## src/rtl/psu_pkg.sv

```systemverilog
// Shared types, constants and arithmetic helpers for the PNG scanline unfilter.
package psu_pkg;

    localparam int MAX_LINE_BYTES = 16384;
    localparam int X_W            = $clog2(MAX_LINE_BYTES);
    localparam int COL_W          = X_W + 1;
    localparam int LB_W           = 15;
    localparam int BPP_W          = 3;
    localparam int CFG_IDX_W      = 1;
    localparam int Q_DEPTH        = 2;
    localparam int Q_PTR_W        = $clog2(Q_DEPTH);
    localparam int Q_CNT_W        = $clog2(Q_DEPTH + 1);

    localparam logic [CFG_IDX_W-1:0] CFG_LINE_BYTES = 1'b0;
    localparam logic [CFG_IDX_W-1:0] CFG_BPP        = 1'b1;

    localparam logic [2:0] FILT_NONE  = 3'd0;
    localparam logic [2:0] FILT_SUB   = 3'd1;
    localparam logic [2:0] FILT_UP    = 3'd2;
    localparam logic [2:0] FILT_AVG   = 3'd3;
    localparam logic [2:0] FILT_PAETH = 3'd4;

    localparam logic [BPP_W-1:0] BPP_RESET = 3'd4;
    localparam logic [BPP_W-1:0] BPP_MAX   = 3'd4;
    localparam logic [LB_W-1:0]  LB_RESET  = 15'd1;

    typedef enum logic [1:0] {
        KIND_ROW  = 2'd0,   // filter byte: start of a row
        KIND_DATA = 2'd1,   // filtered data byte
        KIND_ERR  = 2'd2    // filter code out of range
    } kind_t;

    typedef struct packed {
        kind_t          kind;
        logic [7:0]     raw;
        logic [2:0]     filt;
        logic           first_row;
        logic           last;
        logic [X_W-1:0] x;
    } item_t;

    function automatic logic [7:0] pick_byte(input logic [31:0] h, input logic [1:0] idx);
        logic [7:0] r;
        unique case (idx)
            2'd0:    r = h[7:0];
            2'd1:    r = h[15:8];
            2'd2:    r = h[23:16];
            default: r = h[31:24];
        endcase
        return r;
    endfunction

    function automatic logic [7:0] paeth(input logic [7:0] a, input logic [7:0] b,
                                         input logic [7:0] c);
        logic [7:0] pa;
        logic [7:0] pb;
        logic [8:0] ab;
        logic [8:0] cc;
        logic [8:0] pc;
        logic [7:0] r;
        pa = (b > c) ? b - c : c - b;
        pb = (a > c) ? a - c : c - a;
        ab = {1'b0, a} + {1'b0, b};
        cc = {c, 1'b0};
        pc = (ab > cc) ? ab - cc : cc - ab;
        if ({1'b0, pa} <= {1'b0, pb} && {1'b0, pa} <= pc)
            r = a;
        else if ({1'b0, pb} <= pc)
            r = b;
        else
            r = c;
        return r;
    endfunction

endpackage

```

## src/rtl/psu_front.sv

```systemverilog
// Front end: tracks row position and filter code, classifies incoming words.
module psu_front (
    input  logic                     clk,
    input  logic                     rst_n,
    input  logic                     accept,
    input  logic [7:0]               raw_byte,
    input  logic                     frame_start,
    input  logic [psu_pkg::COL_W-1:0] len_eff,
    output logic                     push,
    output psu_pkg::item_t           push_item
);
    import psu_pkg::*;

    logic [COL_W-1:0] column_reg, column_next;
    logic             halted_reg, halted_next;
    logic             first_row_reg, first_row_next;
    logic [2:0]       filt_reg, filt_next;

    logic [COL_W-1:0] col_cur;
    logic             first_cur;
    logic [COL_W-1:0] col_m1;
    logic             last;

    always_comb
    begin
        col_cur   = frame_start ? '0 : column_reg;
        first_cur = frame_start ? 1'b1 : first_row_reg;
        col_m1    = col_cur - COL_W'(1);
        last      = (col_cur >= len_eff);

        column_next    = column_reg;
        halted_next    = halted_reg;
        first_row_next = first_row_reg;
        filt_next      = filt_reg;
        push           = 1'b0;

        push_item.kind      = KIND_DATA;
        push_item.raw       = raw_byte;
        push_item.filt      = filt_reg;
        push_item.first_row = first_cur;
        push_item.last      = last;
        push_item.x         = col_m1[X_W-1:0];

        if (accept && (frame_start || !halted_reg))
        begin
            push           = 1'b1;
            halted_next    = 1'b0;
            first_row_next = first_cur;
            column_next    = col_cur;
            if (col_cur == '0)
            begin
                if (raw_byte > {5'd0, FILT_PAETH})
                begin
                    push_item.kind = KIND_ERR;
                    halted_next    = 1'b1;
                end
                else
                begin
                    push_item.kind = KIND_ROW;
                    filt_next      = raw_byte[2:0];
                    column_next    = COL_W'(1);
                end
            end
            else if (last)
            begin
                column_next    = '0;
                first_row_next = 1'b0;
            end
            else
            begin
                column_next = col_cur + COL_W'(1);
            end
        end
    end

    always_ff @(posedge clk or negedge rst_n)
    begin
        if (!rst_n)
        begin
            column_reg    <= '0;
            halted_reg    <= 1'b0;
            first_row_reg <= 1'b1;
            filt_reg      <= FILT_NONE;
        end
        else
        begin
            column_reg    <= column_next;
            halted_reg    <= halted_next;
            first_row_reg <= first_row_next;
            filt_reg      <= filt_next;
        end
    end

endmodule

```

## config.mk

```make
export PLATFORM = sky130hd
export DESIGN_NAME = psu_front
export DESIGN_NICKNAME = d
export VERILOG_FILES = /design/src/rtl/psu_pkg.sv /design/src/rtl/psu_front.sv
export SDC_FILE = /design/constraint.sdc
export NUM_CORES = 1
export LEC_CHECK = 0
export BUFFER_PORTS_ARGS = -buffer_cell sky130_fd_sc_hd__buf_2
export CAP_MARGIN = 0
export CORE_MARGIN = 1.5
export CORE_UTILIZATION = 48
export CTS_CLUSTER_DIAMETER = 50
export DETAILED_ROUTE_END_ITERATION = 8
export PLACE_DENSITY_LB_ADDON = 0.25
export SYNTH_ARGS = -nofsm -noshare
export SYNTH_HDL_FRONTEND = slang
export SYNTH_SLANG_ARGS = --single-unit
```

## constraint.sdc

```tcl
create_clock -name clk -period 3.8 [get_ports clk]
set_clock_uncertainty 0.2 [all_clocks]
set_input_delay 0.19 -clock clk [delete_from_list [all_inputs] [get_ports clk]]
set_output_delay 0.19 -clock clk [all_outputs]
set_load 0.01 [all_outputs]
```

==> metrics <==
Setup Crit Path Kind=input port to primary output; post-synth top area cell=dfrtp_1; Cells after Synth=255; first-pass GRT wire length=7690 um; largest net degree at the start of global routing=32; IO Count=57; share of synthesized flip-flops with an asynchronous set or reset=100%; Slew headroom=61.8%; Avg Vias per Cell=5.57; CTS sink cnt=20; vias in the first global route=1714; Crit. End Element=primary output; placed wire-length estimate=3640 um; HP Class=input port to flop; row count=23; Crit path largest cell delay=0.44 ns; die area=4680 um^2; R2R setup slack=0.99 ns; PnR Total Power=0.000550 W; Worst Hold Depth=3; P&R area growth vs syn=15.0%; DRT Wirelength=4780 um; number of synthesized flops with an enable pin=0; worst path arrival time=2.63 ns; most frequent cells in the layout=56 x buf_2, 22 x nand2_1, 20 x nor2b_1, 20 x o21ai_0, 19 x dfrtp_1; layout cell share with drive strength beyond 1=27.2%; nets=337; TNS Setup=0 ns; drc violations=0; Worst Path Required=3.41 ns; Slew @ Worst Pin=0.567 ns; worst ir drop on vdd=238 uV; Synth Net Count=293; cell mode on critical path=buf_2; Pleak=1.12 nW; area of the core=4060 um^2; Clock Tree Buf Depth=2; TritonCTS Buffers=3; Tcrit/Tclk final=79.4%; leading post-synthesis cells by cell area=dfrtp_1 23%, ha_1 6.7%, nor2b_1 6.1%, buf_4 5.1%, o21ai_0 4.9%; Global Route Usage Sum=21.5%; WL per Instance=13.7 um; Power Dens Cells=233 nW/um^2; via count=1938; worst reg2reg path depth=9; post-synth top area share=23.1%; Max Freq=332 MHz; clock-pin slew on the worst setup and hold paths=0.08 ns; Post-Syn Area=2050 um^2; CP Launch Type=input port; initial antenna violation count=0; chip height=68.4 um; Reg-to-Reg End=column_reg[3]$_DFFE_PN0P_; Placement Cell Area=2250 um^2; max reg flops=15; Synthesis Warnings=0; Placer Congestion=0.826; Seq/Total Area, Yosys=24.4%; Final setup viols=0; commonest non-fill, non-tap cell in the layout=buf_2; Max Slew Vio Count=0; H-tree depth=1; status=finished clean; crit path from=frame_start; Syn Area/Cell=8.06 um^2; grt total ovfl=0; Critical Path, Cell by Cell=buf_2 -> inv_2 -> nand2_1 -> inv_1 -> ha_1 -> o221ai_1 -> a211oi_1 -> a211oi_2 -> o21ai_0 -> buf_2; Root Buffer=clkbuf_8; CTS tree=yes; Hold Crit Start=accept; max_cap viols=0; number of synthesized register bits=20; Top FF cell, synth=dfrtp_1; Skew-Pair Late Insertion Delay=0.26 ns; final instance area=2360 um^2; Post-CTS Setup Inserts=0; Hold Fails Final Rpt=0; first-pass iteration count of the detailed router=4; starting density of the core=50.6%; # diodes=0; min cycle time layout=3.02 ns; Hold Path End=first_row_reg$_DFFE_PN1P_; hold slack=0.0113 ns; Worst R2R Start=column_reg[3]$_DFFE_PN0P_; RSZ-0062 raised after global routing=no; Synth cell types=56; IO Port Bufs=56; Die X-Extent=68.4 um; Crit-path slowest cell=buf_2; Initial DRC Count=143; antenna viol nets, final=0; Critical Path Fanout Max=31
## cell type report
type	instances	area, um^2
Fill cell	361	1690
Multi-Input combinational cell	195	1330
Sequential cell	20	502
Timing Repair Buffer	61	328
Inverter	18	67.6
Tap cell	50	62.6
Clock buffer	3	41.3
Clock inverter	1	30.0
## cells in the mapped netlist (all sizes together) (4+ instances only)
library cell  instances
a21oi                12
nand3                 6
ha                   11
inv                  18
and3                  8
xnor2                 9
nor2                 18
nand2b                4
o21ai                26
nor2b                21
dfrtp                19
nand2                22
nor3                  5
buf                  18
clkbuf                4
a22o                  8
nor4                  5
## per-layer routing
metal	part of all wire (%)	GRT usage, %	vias to the layer above
met2	46	37.0	53
met5	0	0	-
met1	49	28.6	898
met4	1.0	6.75	0
li1	-	-	983
met3	4.4	1.48	4
## worst max-delay path by stage
stage                                            to  slack [ns]  depth (start not counted)
after floorplan           column_reg[0]$_DFFE_PN0P_        1.03                         13
after global placement    column_reg[0]$_DFFE_PN0P_        0.77                         11
after detailed placement  column_reg[0]$_DFFE_PN0P_        0.70                         11
after CTS                             push_item[14]        0.83                         10
after global routing                  push_item[14]        0.64                         10
final                                 push_item[14]        0.78                         10
## what timing repair did
item,4_1_cts,5_1_grt
hold buffers,4,0
gates resized for setup,0,0
endpoints found under the hold margin,23,0
## stage by stage
stage / setup slack (ns) / util, % / instances
finish: 0.784 / 58.2 / 348
CTS: 0.826 / 58.2 / 348
global route: 0.639 / 58.2 / 348
global placement: 0.774 / 55.5 / 340
detailed placement: 0.698 / 55.5 / 340
floorplan: 1.03 / - / 255
## logic make-up after synthesis
group | count (synthesis) | share of synthesized area (%)
AOI/OAI and AO/OA | 71 | 24.0
xor gates and xnor gates | 10 | 4.26
DFF | 20 | 24.4
adders and majority gates | 12 | 7.19
buffers and inverters | 40 | 10.7
muxes | 5 | 2.62
and+or+nand+nor | 97 | 26.8
## power breakdown
group | switching, W | total (W) | internal (W)
clock network | 0.0000734 | 0.000214 | 0.000141
logic | 0.0000667 | 0.000113 | 0.0000468
registers | 0.00000337 | 0.000223 | 0.000220
## critical path, delay by kind of cell
kind	cells	cell delay, ns
compound gates	4	0.99
buf+inv	4	0.96
simple gates	1	0.16
fa+ha+maj	1	0.31
(Power assumes the default switching activity.)
